## src/design/assert_macros.svh

```systemverilog
// Assertion macros shared by the parser RTL.
// Needs clk and rst in scope at the point of use.
`ifndef ASSERT_MACROS_SVH
`define ASSERT_MACROS_SVH

// Checked outside reset only.
`define TESP_ASSERT(lbl, prop, msg) \
  lbl: assert property (@(posedge clk) disable iff (rst) prop) else $error(msg);

// Checked in every cycle, reset included.
`define TESP_ASSERT_ALWAYS(lbl, prop, msg) \
  lbl: assert property (@(posedge clk) prop) else $error(msg);

`endif

```

## src/design/tesp_pkg.sv

```systemverilog
// Types, sizes and byte codes for the terminal escape sequence parser.
// No dependencies; used by every parser module.
`default_nettype none

package tesp_pkg;

  localparam int ARG_SLOTS  = 16;
  localparam int CSI_BUF    = 64;
  localparam int STRING_BUF = 256;

  localparam int ARG_IDX_W  = (ARG_SLOTS > 1) ? $clog2(ARG_SLOTS) : 1;
  localparam int ARG_CNT_W  = $clog2(ARG_SLOTS + 1);
  localparam int CSI_FILL_W = $clog2(CSI_BUF);
  localparam int STR_FILL_W = $clog2(STRING_BUF);
  localparam int ARG_W      = 17;   // colon flag on top of a 16-bit value

  localparam logic [CSI_FILL_W-1:0] CSI_FILL_LAST = CSI_FILL_W'(CSI_BUF - 1);
  localparam logic [STR_FILL_W-1:0] STR_FILL_LAST = STR_FILL_W'(STRING_BUF - 1);
  localparam logic [ARG_CNT_W-1:0]  ARG_LIMIT     = ARG_CNT_W'(ARG_SLOTS);

  localparam logic [7:0] BYTE_BEL   = 8'h07;
  localparam logic [7:0] BYTE_BS    = 8'h08;
  localparam logic [7:0] BYTE_TAB   = 8'h09;
  localparam logic [7:0] BYTE_LF    = 8'h0A;
  localparam logic [7:0] BYTE_VT    = 8'h0B;
  localparam logic [7:0] BYTE_FF    = 8'h0C;
  localparam logic [7:0] BYTE_CR    = 8'h0D;
  localparam logic [7:0] BYTE_ESC   = 8'h1B;
  localparam logic [7:0] BYTE_SPACE = 8'h20;
  localparam logic [7:0] BYTE_DEL   = 8'h7F;
  localparam logic [7:0] FINAL_LO   = 8'h40;
  localparam logic [7:0] FINAL_HI   = 8'h7E;

  typedef enum logic [6:0] {
    MODE_GROUND = 7'b0000001,
    MODE_ESC    = 7'b0000010,
    MODE_ESCINT = 7'b0000100,
    MODE_CSI    = 7'b0001000,
    MODE_OSC    = 7'b0010000,
    MODE_DCS    = 7'b0100000,
    MODE_APC    = 7'b1000000
  } mode_t;

  typedef enum logic [3:0] {
    ACT_PRINT     = 4'd0,
    ACT_LF        = 4'd1,
    ACT_CR        = 4'd2,
    ACT_BS        = 4'd3,
    ACT_TAB       = 4'd4,
    ACT_BELL      = 4'd5,
    ACT_ESC_FINAL = 4'd6,
    ACT_CSI_ARG   = 4'd7,
    ACT_OSC_BYTE  = 4'd8,
    ACT_OSC_END   = 4'd9,
    ACT_DCS_BYTE  = 4'd10,
    ACT_DCS_END   = 4'd11
  } action_t;

  typedef struct packed {
    action_t     action;
    logic [7:0]  data_byte;
    logic [7:0]  private_marker;
    logic [7:0]  trailing_byte;
    logic [3:0]  arg_index;
    logic [15:0] arg_value;
    logic        arg_colon;
    logic [4:0]  arg_count;
    logic        bel_terminated;
    logic        last;
  } res_t;

  // argument memory write port
  typedef struct packed {
    logic                 en;
    logic [ARG_IDX_W-1:0] idx;
    logic [ARG_W-1:0]     data;
  } commit_t;

  // kick-off of argument emission on a CSI final
  typedef struct packed {
    logic                 en;
    logic [ARG_CNT_W-1:0] total;
    logic [7:0]           final_byte;
    logic [7:0]           marker;
    logic [7:0]           trailing;
  } start_t;

endpackage

`default_nettype wire

```

## src/design/tesp_parse.sv

```systemverilog
// Byte-level parse state machine: modes, CSI argument accumulation, string counting.
// Depends on tesp_pkg. Emits single results, argument memory writes and emit starts.
`default_nettype none

module tesp_parse import tesp_pkg::*; (
  input  wire logic       clk,
  input  wire logic       rst,
  input  wire logic       accept,
  input  wire logic [7:0] byte_in,
  output res_t            res,
  output logic            res_valid,
  output commit_t         commit,
  output start_t          start
);

  mode_t                 parse_mode, parse_mode_next;
  logic [CSI_FILL_W-1:0] csi_fill, csi_fill_next;
  logic [15:0]           arg_accum, arg_accum_next;
  logic                  digit_seen, digit_seen_next;
  logic                  pending_colon, pending_colon_next;
  logic [ARG_CNT_W-1:0]  arg_total, arg_total_next;
  logic [7:0]            marker_byte, marker_byte_next;
  logic [7:0]            last_buffered, last_buffered_next;
  logic [STR_FILL_W-1:0] string_fill, string_fill_next;

  logic                  room;
  logic [19:0]           acc_x10;
  logic [19:0]           acc_sum;
  logic [15:0]           acc_sat;
  action_t               str_base, str_end;

  assign room    = arg_total < ARG_LIMIT;
  assign acc_x10 = {1'b0, arg_accum, 3'b000} + {3'b000, arg_accum, 1'b0};
  assign acc_sum = acc_x10 + 20'(byte_in[3:0]);
  assign acc_sat = (|acc_sum[19:16]) ? 16'hFFFF : acc_sum[15:0];

  always_comb begin
    str_base = (parse_mode == MODE_OSC) ? ACT_OSC_BYTE : ACT_DCS_BYTE;
    str_end  = (parse_mode == MODE_OSC) ? ACT_OSC_END : ACT_DCS_END;
  end

  always_comb begin
    parse_mode_next    = parse_mode;
    csi_fill_next      = csi_fill;
    arg_accum_next     = arg_accum;
    digit_seen_next    = digit_seen;
    pending_colon_next = pending_colon;
    arg_total_next     = arg_total;
    marker_byte_next   = marker_byte;
    last_buffered_next = last_buffered;
    string_fill_next   = string_fill;

    res       = '0;
    res.last  = 1'b1;
    res_valid = 1'b0;

    commit.en   = 1'b0;
    commit.idx  = arg_total[ARG_IDX_W-1:0];
    commit.data = {pending_colon, digit_seen ? arg_accum : 16'h0000};

    start.en         = 1'b0;
    start.total      = arg_total + ARG_CNT_W'(room);
    start.final_byte = byte_in;
    start.marker     = marker_byte;
    start.trailing   = last_buffered;

    case (parse_mode)
      MODE_GROUND: begin
        if (byte_in == BYTE_ESC) begin
          parse_mode_next = MODE_ESC;
        end else if (byte_in inside {BYTE_LF, BYTE_VT, BYTE_FF}) begin
          res_valid  = 1'b1;
          res.action = ACT_LF;
        end else if (byte_in == BYTE_CR) begin
          res_valid  = 1'b1;
          res.action = ACT_CR;
        end else if (byte_in == BYTE_BS) begin
          res_valid  = 1'b1;
          res.action = ACT_BS;
        end else if (byte_in == BYTE_TAB) begin
          res_valid  = 1'b1;
          res.action = ACT_TAB;
        end else if (byte_in == BYTE_BEL) begin
          res_valid  = 1'b1;
          res.action = ACT_BELL;
        end else if (byte_in < BYTE_SPACE || byte_in == BYTE_DEL) begin
          res_valid = 1'b0;
        end else begin
          res_valid     = 1'b1;
          res.action    = ACT_PRINT;
          res.data_byte = byte_in;
        end
      end

      MODE_ESC: begin
        parse_mode_next = MODE_GROUND;
        if (byte_in == 8'h5B) begin          // '['
          parse_mode_next    = MODE_CSI;
          csi_fill_next      = '0;
          arg_accum_next     = '0;
          digit_seen_next    = 1'b0;
          pending_colon_next = 1'b0;
          arg_total_next     = '0;
          marker_byte_next   = '0;
          last_buffered_next = '0;
        end else if (byte_in == 8'h5D) begin // ']'
          parse_mode_next  = MODE_OSC;
          string_fill_next = '0;
        end else if (byte_in == 8'h50) begin // 'P'
          parse_mode_next  = MODE_DCS;
          string_fill_next = '0;
        end else if (byte_in inside {8'h5F, 8'h5E}) begin  // '_' '^'
          parse_mode_next = MODE_APC;
        end else if (byte_in inside {8'h63, 8'h37, 8'h38, 8'h44, 8'h45, 8'h4D,
                                     8'h3D, 8'h3E}) begin
          res_valid     = 1'b1;
          res.action    = ACT_ESC_FINAL;
          res.data_byte = byte_in;
        end else if (byte_in inside {8'h28, 8'h29, 8'h2A, 8'h2B, 8'h2D, 8'h2E,
                                     8'h2F, 8'h23, 8'h25, 8'h20}) begin
          parse_mode_next = MODE_ESCINT;
        end
      end

      MODE_ESCINT: begin
        parse_mode_next = MODE_GROUND;
      end

      MODE_CSI: begin
        if (byte_in inside {[FINAL_LO:FINAL_HI]}) begin
          commit.en       = room;
          start.en        = 1'b1;
          parse_mode_next = MODE_GROUND;
          arg_total_next  = start.total;
        end else if (byte_in inside {8'h3F, 8'h3E, 8'h21, 8'h3D}) begin  // ? > ! =
          marker_byte_next = byte_in;
        end else if (csi_fill < CSI_FILL_LAST) begin
          csi_fill_next      = csi_fill + 1'b1;
          last_buffered_next = byte_in;
          if (byte_in inside {[8'h30:8'h39]}) begin
            arg_accum_next  = acc_sat;
            digit_seen_next = 1'b1;
          end else if (byte_in inside {8'h3B, 8'h3A}) begin  // ';' ':'
            commit.en          = room;
            arg_total_next     = start.total;
            pending_colon_next = (byte_in == 8'h3A);
            arg_accum_next     = '0;
            digit_seen_next    = 1'b0;
          end
        end else begin
          // buffer overflow: abort silently
          parse_mode_next = MODE_GROUND;
        end
      end

      MODE_OSC, MODE_DCS: begin
        if (byte_in == BYTE_BEL) begin
          parse_mode_next    = MODE_GROUND;
          res_valid          = 1'b1;
          res.action         = str_end;
          res.bel_terminated = 1'b1;
        end else if (byte_in == BYTE_ESC) begin
          parse_mode_next = MODE_ESC;
          res_valid       = 1'b1;
          res.action      = str_end;
        end else if (string_fill < STR_FILL_LAST) begin
          string_fill_next = string_fill + 1'b1;
          res_valid        = 1'b1;
          res.action       = str_base;
          res.data_byte    = byte_in;
        end
      end

      MODE_APC: begin
        if (byte_in == BYTE_BEL) begin
          parse_mode_next = MODE_GROUND;
        end else if (byte_in == BYTE_ESC) begin
          parse_mode_next = MODE_ESC;
        end
      end

      default: begin
        parse_mode_next = MODE_GROUND;
      end
    endcase

    if (!accept) begin
      res_valid = 1'b0;
      commit.en = 1'b0;
      start.en  = 1'b0;
    end
  end

  always_ff @(posedge clk) begin
    if (rst) begin
      parse_mode    <= MODE_GROUND;
      csi_fill      <= '0;
      arg_accum     <= '0;
      digit_seen    <= 1'b0;
      pending_colon <= 1'b0;
      arg_total     <= '0;
      marker_byte   <= '0;
      last_buffered <= '0;
      string_fill   <= '0;
    end else if (accept) begin
      parse_mode    <= parse_mode_next;
      csi_fill      <= csi_fill_next;
      arg_accum     <= arg_accum_next;
      digit_seen    <= digit_seen_next;
      pending_colon <= pending_colon_next;
      arg_total     <= arg_total_next;
      marker_byte   <= marker_byte_next;
      last_buffered <= last_buffered_next;
      string_fill   <= string_fill_next;
    end
  end

endmodule

`default_nettype wire

```

## src/design/tesp_emit.sv

```systemverilog
// CSI argument memory and the sequencer that reads it back on a final byte.
// Uses tesp_pkg. One read per cycle unless stalled, read data registered.
`default_nettype none

module tesp_emit import tesp_pkg::*; (
  input  wire logic    clk,
  input  wire logic    rst,
  input  wire commit_t commit,
  input  wire start_t  start,
  input  wire logic    can_push,
  output logic         busy,
  output logic         push_valid,
  output res_t         push_res
);

  logic [ARG_W-1:0]     arg_mem [ARG_SLOTS];
  logic [ARG_W-1:0]     rd_data;

  logic                 emitting;
  logic [ARG_CNT_W-1:0] iss;        // reads issued so far
  logic                 pend;       // rd_data holds an unsent argument
  logic [ARG_IDX_W-1:0] pend_idx;
  logic [ARG_CNT_W-1:0] total;
  logic [7:0]           final_byte;
  logic [7:0]           marker;
  logic [7:0]           trailing;

  logic                 push;
  logic                 push_last;
  logic                 rd_en;

  assign push      = pend && can_push;
  assign push_last = (ARG_CNT_W'(pend_idx) + ARG_CNT_W'(1)) == total;
  assign rd_en     = emitting && (iss < total) && (!pend || push);
  assign busy      = emitting;

  // the first read comes in the cycle after start, so the last commit
  // is already in the array when it is read back
  always_ff @(posedge clk) begin
    if (commit.en) begin
      arg_mem[commit.idx] <= commit.data;
    end
    if (rd_en) begin
      rd_data <= arg_mem[iss[ARG_IDX_W-1:0]];
    end
  end

  always_ff @(posedge clk) begin
    if (rst) begin
      emitting <= 1'b0;
      pend     <= 1'b0;
      iss      <= '0;
    end else if (start.en) begin
      emitting <= 1'b1;
      pend     <= 1'b0;
      iss      <= '0;
    end else if (emitting) begin
      if (rd_en) begin
        iss  <= iss + 1'b1;
        pend <= 1'b1;
      end else if (push) begin
        pend <= 1'b0;
      end
      if (push && push_last) begin
        emitting <= 1'b0;
      end
    end
  end

  always_ff @(posedge clk) begin
    if (start.en) begin
      total      <= start.total;
      final_byte <= start.final_byte;
      marker     <= start.marker;
      trailing   <= start.trailing;
    end
    if (rd_en) begin
      pend_idx <= iss[ARG_IDX_W-1:0];
    end
  end

  always_comb begin
    push_valid              = push;
    push_res                = '0;
    push_res.action         = ACT_CSI_ARG;
    push_res.data_byte      = final_byte;
    push_res.private_marker = marker;
    push_res.trailing_byte  = trailing;
    push_res.arg_index      = 4'(pend_idx);
    push_res.arg_value      = rd_data[15:0];
    push_res.arg_colon      = rd_data[16];
    push_res.arg_count      = 5'(total);
    push_res.bel_terminated = 1'b0;
    push_res.last           = push_last;
  end

endmodule

`default_nettype wire

```

## src/design/terminal_escape_sequence_parser.sv

```systemverilog
// A result is registered in the output register, or in the skid register on a stall.
// Throughput: one byte per cycle unless stalled; a CSI final holds input while its
// N arguments leave the argument memory, one per cycle unless the output stalls.
// A waiting result sits in a skid register, so input flows while output stalls once.
// Reset: mode to ground, CSI and string state cleared; argument memory not cleared.
`default_nettype none

`include "assert_macros.svh"

module terminal_escape_sequence_parser import tesp_pkg::*; (
  input  wire logic        clk,
  input  wire logic        rst,
  input  wire logic        in_valid,
  output logic             in_stall,
  input  wire logic [7:0]  byte_in,
  output logic             out_valid,
  input  wire logic        out_stall,
  output logic [3:0]       action,
  output logic [7:0]       data_byte,
  output logic [7:0]       private_marker,
  output logic [7:0]       trailing_byte,
  output logic [3:0]       arg_index,
  output logic [15:0]      arg_value,
  output logic             arg_colon,
  output logic [4:0]       arg_count,
  output logic             bel_terminated,
  output logic             last
);

  logic    accept;
  res_t    parse_res;
  logic    parse_valid;
  commit_t commit;
  start_t  start;
  logic    emit_busy;
  logic    emit_valid;
  res_t    emit_res;

  res_t    new_res;
  logic    new_valid;
  res_t    out_res;
  res_t    hold_res;
  logic    hold_valid;
  logic    out_free;

  assign in_stall = emit_busy || hold_valid;
  assign accept   = in_valid && !in_stall;

  tesp_parse u_parse (
    .clk       (clk),
    .rst       (rst),
    .accept    (accept),
    .byte_in   (byte_in),
    .res       (parse_res),
    .res_valid (parse_valid),
    .commit    (commit),
    .start     (start)
  );

  tesp_emit u_emit (
    .clk        (clk),
    .rst        (rst),
    .commit     (commit),
    .start      (start),
    .can_push   (!hold_valid),
    .busy       (emit_busy),
    .push_valid (emit_valid),
    .push_res   (emit_res)
  );

  // parser and emitter never produce in the same cycle
  assign new_valid = parse_valid || emit_valid;
  assign new_res   = emit_valid ? emit_res : parse_res;
  assign out_free  = !out_valid || !out_stall;

  always_ff @(posedge clk) begin
    if (rst) begin
      out_valid  <= 1'b0;
      hold_valid <= 1'b0;
    end else if (out_free) begin
      if (hold_valid) begin
        out_valid  <= 1'b1;
        hold_valid <= 1'b0;
      end else begin
        out_valid <= new_valid;
      end
    end else if (new_valid) begin
      hold_valid <= 1'b1;
    end
  end

  always_ff @(posedge clk) begin
    if (out_free) begin
      out_res <= hold_valid ? hold_res : new_res;
    end else if (new_valid) begin
      hold_res <= new_res;
    end
  end

  assign action         = out_res.action;
  assign data_byte      = out_res.data_byte;
  assign private_marker = out_res.private_marker;
  assign trailing_byte  = out_res.trailing_byte;
  assign arg_index      = out_res.arg_index;
  assign arg_value      = out_res.arg_value;
  assign arg_colon      = out_res.arg_colon;
  assign arg_count      = out_res.arg_count;
  assign bel_terminated = out_res.bel_terminated;
  assign last           = out_res.last;

  `TESP_ASSERT(a_hold_behind_out, hold_valid |-> out_valid, "skid holds a request but output is empty")
  `TESP_ASSERT(a_emit_after_final, $rose(emit_busy) |-> $past(accept), "argument emission began without a final byte")
  `TESP_ASSERT(a_last_arg_count, (out_valid && out_res.action == ACT_CSI_ARG && out_res.last) |-> ((5'(out_res.arg_index) + 5'd1) == out_res.arg_count), "last argument index disagrees with count")
  `TESP_ASSERT_ALWAYS(a_reset_clears, rst |=> (!out_valid && !hold_valid && !emit_busy), "reset left a request pending")

endmodule

`default_nettype wire

```

## config.mk

```make
export PLATFORM = sky130hd
export DESIGN_NAME = terminal_escape_sequence_parser
export DESIGN_NICKNAME = d
export VERILOG_FILES = /design/src/design/tesp_pkg.sv /design/src/design/tesp_parse.sv /design/src/design/tesp_emit.sv /design/src/design/terminal_escape_sequence_parser.sv
export VERILOG_INCLUDE_DIRS = /design/src /design/src/design
export SDC_FILE = /design/constraint.sdc
export NUM_CORES = 1
export LEC_CHECK = 0
export ABC_AREA = 1
export BUFFER_PORTS_ARGS = -buffer_cell sky130_fd_sc_hd__buf_2
export CAP_MARGIN = 0
export CORE_UTILIZATION = 55
export CTS_BUF_LIST = sky130_fd_sc_hd__clkbuf_4
export DETAILED_ROUTE_END_ITERATION = 12
export GPL_TIMING_DRIVEN = 0
export PLACE_DENSITY = 0.77
export SLEW_MARGIN = 25
export SYNTH_ARGS = -nofsm -noshare
export SYNTH_HDL_FRONTEND = slang
export SYNTH_HIERARCHICAL = 1
export SYNTH_SLANG_ARGS = --single-unit
```

## constraint.sdc

```tcl
create_clock -name clk -period 6.1 [get_ports clk]
set_input_delay 1.22 -clock clk [delete_from_list [all_inputs] [get_ports clk]]
set_output_delay 1.22 -clock clk [all_outputs]
set_load 0.005 [all_outputs]
```

==> reports/metrics.csv, run 1 <==
stage,metric,value,unit
run_status,status,"complete, no violations",
yosys,ys.warnings.count,6,
timing,tightest_slew,780,ps
yosys,syn_area_per_cell,9.91,µm²
place,place_area,25200,µm²
place,hpwl,40500,µm
pwr,seqPwrFrac,56.3,%
timing,hold_violations,0,
min_path,hold_start,u_parse/last_buffered[4],
yosys,seq_area_frac_synth,60.9,%
floorplan,die-area,43800,µm²
clock_tree,numCtsBuffers,118,
yosys,ys.flop_type,edfxtp_1,
setup_path,end_kind,flip-flop,
yosys,syn-cell-area,23600,µm²
routing,wire_per_inst,17.5,µm
setup_path,path_max_fanout,26,
routing,drt_iter0_markers,1855,
routing,final_antenna_net_count,0,
setup_path,arrival,4240,ps
global_route,antenna_found_initial,3,
floorplan,fp.dieW,209,µm
routing,vias,17900,
routing,wirelength,57300,µm
pwr,p_sw,1.44,mW
clock_tree,clk_latency,900,ps
cells_and_area,postLayoutCellArea,26700,µm²
min_path,whs_path_depth,0,
timing,setup_violations,0,
yosys,yosysUniqueCellTypes,50,
clock_tree,post_cts_buffers,0,
pwr,swShare,21.6,%
timing,max_freq,0.273,GHz
clock_tree,cts-root-buf,clkbuf_4,
setup_path,path_common_cell,a21oi_1,
timing,period_share,60.0,%
timing,finalMaxSlewViolations,0,
setup_path,required,6680,ps
setup_path,path_cells,"buf_2, buf_2, nand2_1, nor4_1, nor2_1, a21oi_1, a21oi_1, a21oi_1, nor2_1, nor2_4, buf_12",
global_route,grt_pass1_wl,90400,µm
global_route,grt_overflow_total,0,
cells_and_area,area_growth,12.9,%
yosys,synthArstFlopShare,0,%
clock_tree,clk_path_buf_depth,3,
global_route,grt_max_degree,33,
flow_run,drv_cap,0,
floorplan,initial_utilization,56.1,%
floorplan,rows,75,
setup_path,reg2reg_depth,7,
setup_path,timing.rr.start,hold_valid,
yosys,yosysMostFrequentCell,nand2_1,
pwr,p_int,5.24,mW
cells_and_area,regArea,14400,µm²
floorplan,io_pins,70,
yosys,yosys.area.top_type_share,55.1,%
pwr,p_per_area,250,nW/µm²
yosys,netlist_top_cells_area,"edfxtp_1, nand2_1, dfxtp_1",
pwr,p_clk_share,40.5,%
place,portBuffers,69,
global_route,grt_pass1_vias,17500,
clock_tree,clock_sinks,503,
routing,drc,0,
setup_path,slowest_delay,660,ps
global_route,grt_use_total,26.6,%
cells_and_area,multi_input_area,7510,µm²
setup_path,r2r_setup_slack,2480,ps
setup_path,worstSetupPathType,input pin to flip-flop,
yosys,synthCells,2387,
clock_tree,cts_tree,done,
min_path,hp-class,flip-flop to flip-flop,
floorplan,dieHeight,209,µm
routing,via_per_inst,5.46,
clock_tree,cts.clk_slew.worst_paths,70,ps
yosys,synthTopCellsByCount,"nand2_1, edfxtp_1, nor2_1",
timing,slew_headroom,47.9,%
cells_and_area,fin_util,63.4,%
cells_and_area,drive_above_1_share,16.6,%
cells_and_area,fin_nets,2697,
pwr,p_leak,11.8,nW
routing,firstDrtPassIters,6,
timing,fin_crit,3660,ps
setup_path,worstReg2RegEnd,u_emit/arg_mem[8][15],
yosys,synth-seq-cells,503,
setup_path,start_kind,input pin,
setup_path,crit_path_top_delay_cell,nor4_1,
yosys,synth_area_leader_cell,edfxtp_1,
pwr,ir_drop,147,µV
pwr,combPwrFrac,3.3,%
clock_tree,cts_max_level,3,
yosys,synth_edf_count,434,
timing,rsz0062_at_grt,no,
min_path,min_to,u_emit/trailing[4],
cells_and_area,fillCellCount,3259,
clock_tree,cts_hold_buf,0,
place,place.gp.congestion,0.949,
floorplan,coreArea,42100,µm²
timing,finalClockSkew,62.0,ps
clock_tree,cts_resized,0,
[critical path, delay by kind of cell]
kind,cells,cell delay (ps)
simple gates,5,1630
compound gates,3,730
buf+inv,3,630
[layer usage]
layer	track usage [%]	share of wire, %	vias to the layer above	routed length [µm]
met5	0	0.019	-	11
li1	-	-	8562	-
met2	43.1	47	796	26900
met1	33.7	40	8356	23000
met4	12.5	4.1	2	2330
met3	6.28	8.7	154	5000
[layout by cell type (no fill, tap or decap), types with 69 or more instances in the layout]
cell        n
nand2_1   490
edfxtp_1  434
nor2_1    263
inv_1     243
clkbuf_4  169
nand3_1   136
o21ai_0   120
buf_2     106
buf_4      78
a21oi_1    71
o211ai_1   70
dfxtp_1    69
[power groups by stage]
| stage | clock network, mW | logic (mW) | registers (mW) |
|---|---|---|---|
| 5_1_grt | 2.93 | 0.246 | 3.76 |
| 2_1_floorplan | 0 | 0.128 | 3.84 |
| 6_report | 2.70 | 0.219 | 3.76 |
| 3_5_place_dp | 0 | 0.216 | 3.83 |
| 3_3_place_gp | 0 | 0.207 | 3.84 |
| 4_1_cts | 2.77 | 0.217 | 3.76 |
[state kept, by name (all words and copies together) (netlist names), 5 cells and up]
signal,flops
u_parse/arg_total,5
u_parse/last_buffered,8
private_marker,8
u_parse/csi_fill,6
hold_res,56
u_parse/parse_mode,7
data_byte,8
u_emit/total,5
u_emit/rd_data,17
u_emit/marker,8
u_emit/trailing,8
u_parse/arg_accum,16
u_emit/arg_mem,272
arg_count,5
u_parse/string_fill,8
trailing_byte,8
u_emit/final_byte,8
u_emit/iss,5
arg_value,16
u_parse/marker_byte,8
[per-stage QoR]
stage	setup slack [ps]	std cells	hold WS [ps]	power [mW]	TNS, ps
after global routing	2320	3273	398	6.93	0
after global placement	-1380	3039	417	4.04	-77380
after CTS	2530	3271	386	6.74	0
final	2440	3273	414	6.68	0
after detailed placement	1650	3061	418	4.05	0
after floorplan	637	2431	403	3.97	0
[cell families (layout without fill, tap and decap cells)]
| family | Yosys count | count (layout) | synth area share, % |
|---|---|---|---|
| adder cells (fa/ha/maj) | 43 | 43 | 2.34 |
| XOR/XNOR | 22 | 22 | 0.815 |
| AO/OA/AOI/OAI | 368 | 368 | 9.05 |
| other | 4 | 50 | 0.0635 |
| buffers and inverters | 419 | 720 | 8.23 |
| AND/OR/NAND/NOR | 1028 | 1028 | 18.5 |
| flip-flops | 503 | 503 | 60.9 |
[cell type report]
| class | count | share of cell area (%) |
|---|---|---|
| flip-flops and latches | 503 | 54.0 |
| multi-input cells | 1509 | 28.1 |
| clock buffers | 169 | 4.75 |
| inverters | 260 | 3.66 |
| plain buffers | 159 | 3.63 |
| well taps | 539 | 2.53 |
| repair buffers | 91 | 2.36 |
| clock inverters | 41 | 0.956 |
| diodes | 2 | 0.0187 |
[worst max path at each step]
| stage | depth (start not counted) | from | endpoint | slack (ps) |
|---|---|---|---|---|
| after floorplan | 2 | out_stall | hold_res[0] | 640 |
| after global placement | 10 | byte_in[3] | hold_res[15] | -1380 |
| after detailed placement | 11 | byte_in[3] | hold_res[15] | 1650 |
| after CTS | 7 | hold_valid | u_emit/arg_mem[8][15] | 2530 |
| after global routing | 11 | byte_in[3] | hold_res[11] | 2320 |
| final | 11 | byte_in[3] | hold_res[15] | 2440 |
No activity file was read; power rests on OpenSTA's default activity.
==> run 2: changes to the inputs <==
Settings changed: PLACE_DENSITY 0.77 to 0.8.
Clock period 6.1 ns to 3.1 ns, I/O delays scaled along.
==> reports/metrics.csv, run 2 (synthesized netlist as in run 1, its figures left out) <==
stage,metric,value,unit,change
clock_tree,cts.clk_slew.worst_paths,70,ps,about the same
cells_and_area,largest_register_ffs,272,,unchanged
clock_tree,cts-root-buf,clkbuf_4,,unchanged
cells_and_area,final_cell_mix,"nand2_1, edfxtp_1, nor2_1, inv_1, clkbuf_4",,unchanged
clock_tree,numCtsBuffers,118,,unchanged
place,portBuffers,69,,unchanged
global_route,grt_overflow_total,0,,unchanged
global_route,antenna_found_initial,1,,was 3
floorplan,dieHeight,209,µm,unchanged
global_route,grt_pass1_vias,17500,,about the same
timing,tightest_slew,818,ps,was 780 ps
timing,fin_crit,3120,ps,
timing,max_freq,0.321,GHz,
place,hpwl,40400,µm,"was 40,500 µm"
routing,firstDrtPassIters,6,,unchanged
clock_tree,cts_tree,done,,unchanged
routing,vias,18200,,"was 17,900"
pwr,power.total,13.3,mW,was 6.68 mW
setup_path,arrival,3660,ps,was 4240 ps
clock_tree,clk_latency,900,ps,about the same
setup_path,end_kind,flip-flop,,unchanged
cells_and_area,mostFrequentLayoutCell,nand2_1,,unchanged
place,place_area,25200,µm²,about the same
floorplan,die-area,43800,µm²,unchanged
global_route,grt_pass1_wl,91100,µm,"was 90,400 µm"
routing,drt_iter0_markers,1997,,"was 1,855"
cells_and_area,postLayoutCellArea,27000,µm²,"was 26,700 µm²"
clock_tree,clock_sinks,503,,unchanged
pwr,p_leak,11.9,nW,was 11.8 nW
clock_tree,clk_path_buf_depth,3,,unchanged
timing,setup_violations,1,,was 0
cells_and_area,fin_nets,2709,,"was 2,697"
run_status,violations,setup timing,,
pwr,ir_drop,240,µV,was 147 µV
timing,finalMaxSlewViolations,0,,unchanged
cells_and_area,regMostFlops,u_emit/arg_mem,,unchanged
setup_path,path_max_fanout,11,,was 26
setup_path,start_kind,flip-flop,,was input pin
flow_run,drv_cap,0,,unchanged
floorplan,coreArea,42100,µm²,unchanged
setup_path,required,3650,ps,was 6680 ps
global_route,grt_max_degree,59,,was 33
floorplan,fp.dieW,209,µm,unchanged
min_path,hp-class,input pin to flip-flop,,was flip-flop to flip-flop
timing,fin_ws,-17.1,ps,was 2440 ps
cells_and_area,area_growth,14.1,%,was 12.9%
pwr,p_per_area,494,nW/µm²,was 250 nW/µm²
timing,finalClockSkew,79.1,ps,was 62.0 ps
timing,period_share,101,%,
floorplan,io_pins,70,,unchanged
timing,worst_hold_slack,123,ps,was 414 ps
floorplan,rows,75,,unchanged
timing,slew_headroom,44.9,%,was 47.9%
place,place_inst,3058,,"was 3,061"
routing,final_antenna_net_count,0,,unchanged
global_route,grt_use_total,26.7,%,was 26.6%
cells_and_area,top_regs,"u_emit/arg_mem x272, hold_res x56, u_emit/rd_data x17",,unchanged
cells_and_area,drive_above_1_share,18.0,%,was 16.6%
run_status,status,"finished, violations left",,"was complete, no violations"
routing,wirelength,58400,µm,"was 57,300 µm"
cells_and_area,layout.cells.non_filler,3291,,"was 3,273"
timing,hold_violations,0,,unchanged
setup_path,worstSetupPathType,flip-flop to flip-flop,,was input pin to flip-flop
routing,wire_per_inst,17.7,µm,was 17.5 µm
floorplan,initial_utilization,56.1,%,unchanged
timing,rsz0062_at_grt,yes,,was no
place,place.gp.congestion,0.946,,was 0.949
routing,drc,0,,unchanged
routing,via_per_inst,5.52,,was 5.46
clock_tree,cts_max_level,3,,unchanged
[run 2: cell count changes in the layout (fill, tap and decap cells not counted), sizes merged]
cell,delta
clkbuf,+25
clkinvlp,+1
dlygate4sd3,+1
buf,+10
bufinv,-2
diode,-1
clkinv,-16
[run 2: final timing paths]
path / from / end / slack, ps / cells past startpoint
worst max register to register: hold_valid / u_emit/arg_mem[4][10] / -20 / 7
worst min-delay path: byte_in[1] / u_emit/final_byte[1] / 120 / 2
worst max-delay path: hold_valid / u_emit/arg_mem[4][10] / -20 / 7
worst min register to register: u_parse/last_buffered[4] / u_emit/trailing[4] / 420 / 0
[run 2: repair_timing]
action,in CTS,in global routing
setup buffers,8,6
endpoints found under the hold margin,1,0
resized for setup,10,11
hold buffers,1,0
pin swaps,4,2
setup endpoints to repair,324,101
[run 2: cell type report]
cell class	count	area, µm²
fill	3133	15100
buffer	159	980
clock inverter	24	160
clock buffer	193	1450
inverter	260	977
sequential	503	14400
timing repair buffer	103	743
antenna	1	2.50
multi-input combinational	1509	7590
tap	539	674
[run 2: metal layers]
metal  track usage [%]  vias up  wire length, µm
met5                 0        -                0
met4              13.1        0             2260
met3              5.36      146             5470
met2              43.4      907            27500
met1              34.3     8525            23200
li1                  -     8598                -
[run 2: where the power goes]
group,internal [mW],leakage (nW),total (mW),switching (mW)
Clock,2.90,0.956,5.51,2.60
Combinational,0.180,5.70,0.434,0.254
Sequential,7.37,5.23,7.39,0.0210
[run 2: per-stage QoR]
stage,worst slack [ps],TNS (ps),utilization (%)
floorplan,23.5,0,-
global placement,-1530,-474320,59.0
detailed placement,-964,-238900,59.7
CTS,15.9,0,63.9
global route,-71.7,-1090,64.1
finish,-17.1,-17.1,64.1
[run 2: critical path: stages, from the launching register on]
cell and delay (ps):
dfxtp_1 360, or2_2 350, nor2_2 290, inv_1 250, nor4_4 510, nand3b_1 280, nor2_2 460, buf_6 250
==> run 3: changes to the inputs <==
Settings changed: ABC_AREA 1 to unset, PLACE_DENSITY 0.8 to 0.77.
Clock period 3.1 ns to 4 ns, I/O delays scaled along.
==> reports/metrics.csv, run 3 <==
stage,metric,value,unit,change
run_status,status,"complete, no violations",,"was finished, violations left"
timing,finalMaxSlewViolations,0,,unchanged
routing,vias,13700,,"was 18,200"
clock_tree,clk_latency,800,ps,was 900 ps
clock_tree,cts-root-buf,clkbuf_4,,unchanged
setup_path,worstSetupPathType,flip-flop to flip-flop,,unchanged
cells_and_area,final_cell_mix,"edfxtp_1, clkbuf_4, mux2_2, buf_2, buf_4",,"was nand2_1, edfxtp_1, nor2_1, inv_1, clkbuf_4"
min_path,hp-class,input pin to flip-flop,,unchanged
cells_and_area,area_growth,13.2,%,was 14.1%
timing,max_freq,0.260,GHz,was 0.321 GHz
yosys,yosysMostFrequentCell,edfxtp_1,,was nand2_1
floorplan,dieHeight,205,µm,was 209 µm
yosys,syn-cell-area,22600,µm²,"was 23,600 µm²"
cells_and_area,regMostFlops,u_emit/arg_mem,,unchanged
place,place_inst,2187,,"was 3,058"
floorplan,fp.dieW,205,µm,was 209 µm
setup_path,timing.rr.start,hold_valid,,unchanged
cells_and_area,mostFrequentLayoutCell,edfxtp_1,,was nand2_1
pwr,p_leak,9.87,nW,was 11.9 nW
timing,tightest_slew,815,ps,was 818 ps
routing,drt_iter0_markers,1227,,"was 1,997"
timing,setup_violations,0,,was 1
pwr,p_int,7.90,mW,was 10.5 mW
place,place.gp.congestion,0.876,,was 0.946
cells_and_area,drive_above_1_share,31.2,%,was 18.0%
setup_path,start_kind,flip-flop,,unchanged
yosys,netlist_top_cells_area,"edfxtp_1, dfxtp_1, mux2_2",,"was edfxtp_1, nand2_1, dfxtp_1"
clock_tree,numCtsBuffers,115,,was 118
global_route,grt_use_total,22.9,%,was 26.7%
setup_path,crit_path_top_delay_cell,nor2_4,,was nor4_4
timing,fin_crit,3840,ps,was 3120 ps
setup_path,required,4390,ps,was 3650 ps
yosys,synthArstFlopShare,0,%,unchanged
yosys,syn_area_per_cell,14.7,µm²,was 9.91 µm²
clock_tree,cts_max_level,3,,unchanged
yosys,ys.warnings.count,6,,unchanged
setup_path,slowest_delay,670,ps,was 510 ps
global_route,grt_overflow_total,0,,unchanged
yosys,yosys.area.top_type_share,57.8,%,was 55.1%
global_route,grt_pass1_vias,13700,,"was 17,500"
timing,rsz0062_at_grt,no,,was yes
timing,tns,0,ps,was -17.1 ps
clock_tree,cts_tree,done,,unchanged
routing,wirelength,47000,µm,"was 58,400 µm"
place,hpwl,33400,µm,"was 40,400 µm"
cells_and_area,largest_register_ffs,272,,unchanged
pwr,p_clk_share,39.6,%,was 41.3%
cells_and_area,fin_util,63.7,%,was 64.1%
floorplan,coreArea,40100,µm²,"was 42,100 µm²"
cells_and_area,fin_nets,1834,,"was 2,709"
routing,via_per_inst,5.70,,was 5.52
clock_tree,post_cts_buffers,0,,was 8
pwr,swShare,20.9,%,was 21.6%
flow_run,drv_cap,0,,unchanged
routing,final_antenna_net_count,0,,unchanged
yosys,synth-seq-cells,503,,unchanged
cells_and_area,top_regs,"u_emit/arg_mem x272, hold_res x56, u_emit/rd_data x17",,unchanged
yosys,synthTopCellsByCount,"edfxtp_1, mux2_2, buf_4, nor2_1, dfxtp_1",,"was nand2_1, edfxtp_1, nor2_1"
setup_path,arrival,4230,ps,was 3660 ps
routing,wire_per_inst,19.6,µm,was 17.7 µm
setup_path,cp-startpoint,hold_valid,,unchanged
floorplan,rows,73,,was 75
pwr,p_sw,2.09,mW,was 2.88 mW
setup_path,end_kind,flip-flop,,unchanged
routing,drc,0,,unchanged
yosys,synthCells,1533,,"was 2,387"
global_route,antenna_found_initial,1,,unchanged
yosys,synth_area_leader_cell,edfxtp_1,,unchanged
clock_tree,clk_path_buf_depth,3,,unchanged
floorplan,io_pins,70,,unchanged
yosys,synth_edf_count,434,,unchanged
pwr,seqPwrFrac,57.2,%,was 55.5%
setup_path,path_cells,"or2_2, nor2_1, clkbuf_1, nand2_1, a211oi_1, nand3_1, nor2_4",,"was or2_2, nor2_2, inv_1, nor4_4, nand3b_1, nor2_2, buf_6"
yosys,yosysUniqueCellTypes,93,,was 50
floorplan,initial_utilization,56.3,%,was 56.1%
yosys,ys.flop_type,edfxtp_1,,unchanged
cells_and_area,fillCellCount,2888,,"was 3,133"
timing,period_share,96.0,%,was 101%
min_path,hold_start,byte_in[6],,was byte_in[1]
pwr,p_per_area,391,nW/µm²,was 494 nW/µm²
timing,finalClockSkew,39.1,ps,was 79.1 ps
timing,hold_violations,0,,unchanged
yosys,seq_area_frac_synth,63.9,%,was 60.9%
global_route,grt_max_degree,60,,was 59
clock_tree,cts.clk_slew.worst_paths,70,ps,about the same
place,portBuffers,66,,was 69
pwr,combPwrFrac,3.2,%,was 3.3%
floorplan,die-area,41800,µm²,"was 43,800 µm²"
clock_tree,cts_hold_buf,0,,was 1
routing,firstDrtPassIters,7,,was 6
timing,slew_headroom,45.6,%,was 44.9%
cells_and_area,layout.cells.non_filler,2402,,"was 3,291"
setup_path,path_max_fanout,17,,was 11
global_route,grt_pass1_wl,73500,µm,"was 91,100 µm"
pwr,ir_drop,187,µV,was 240 µV
clock_tree,clock_sinks,503,,unchanged
-- run 3: final timing paths --
path                            to  cells after the start  slack (ps)
max reg2reg  u_emit/arg_mem[13][8]                      7         160
min           u_emit/final_byte[6]                      1         210
min reg2reg       u_emit/marker[2]                      0         420
max          u_emit/arg_mem[13][8]                      7         160
-- run 3: worst max-delay path, delay by kind of cell, from the launching register on --
| kind | cells | cell delay (ps) |
|---|---|---|
| and+or+nand+nor | 5 | 2010 |
| AOI/OAI and AO/OA | 1 | 600 |
| buffers and inverters | 1 | 450 |
| DFF | 1 | 380 |
-- run 3: repair_timing --
item / 4_1_cts / 5_1_grt
resized for setup: 0 / 1
setup endpoints to repair: 0 / 9
hold endpoints to repair: 0 / 0
-- run 3: logic make-up after synthesis --
| logic type | Yosys count | synth area share, % |
|---|---|---|
| flip-flops | 503 | 63.9 |
| XOR/XNOR | 33 | 1.28 |
| buffers and inverters | 153 | 4.05 |
| multiplexers | 217 | 12.5 |
| adder cells (fa/ha/maj) | 43 | 2.45 |
| other | 4 | 0.0665 |
| AO/OA/AOI/OAI | 273 | 8.42 |
| AND/OR/NAND/NOR | 307 | 7.33 |
-- run 3: layout make-up --
cell class / instances / area, µm² / share of cell area [%]
Antenna cell: 1 / 2.50 / 0.00980
Buffer: 136 / 851 / 3.33
Clock buffer: 173 / 1300 / 5.08
Clock inverter: 41 / 186 / 0.730
Inverter: 17 / 63.8 / 0.250
Multi-Input combinational cell: 921 / 7500 / 29.4
Sequential cell: 503 / 14400 / 56.4
Tap cell: 525 / 657 / 2.57
Timing Repair Buffer: 85 / 571 / 2.23
-- run 3: per-layer routing --
layer | global-route usage, % | wire [µm]
met2 | 37.9 | 23100
met3 | 4.63 | 3370
met5 | 0 | 0
met1 | 29.7 | 19600
met4 | 8.77 | 964
-- run 3: through the flow --
step                      cell area [µm²]  hold slack [ps]  total power [mW]  worst slack [ps]
final                               25500              207              9.99               159
after global routing                25500              145              10.4              37.0
after CTS                           25500              117              10.1               120
after detailed placement            24100              410              6.15              -395
after global placement              23700              411              6.14             -1700
after floorplan                     22700              400              6.04              30.7
-- run 3: power groups by stage --
stage               Combinational [mW]  Sequential [mW]  Clock (mW)
floorplan                        0.198             5.84           0
global placement                 0.310             5.83           0
detailed placement               0.319             5.84           0
CTS                              0.321             5.72        4.05
global route                     0.351             5.72        4.30
finish                           0.322             5.72        3.95
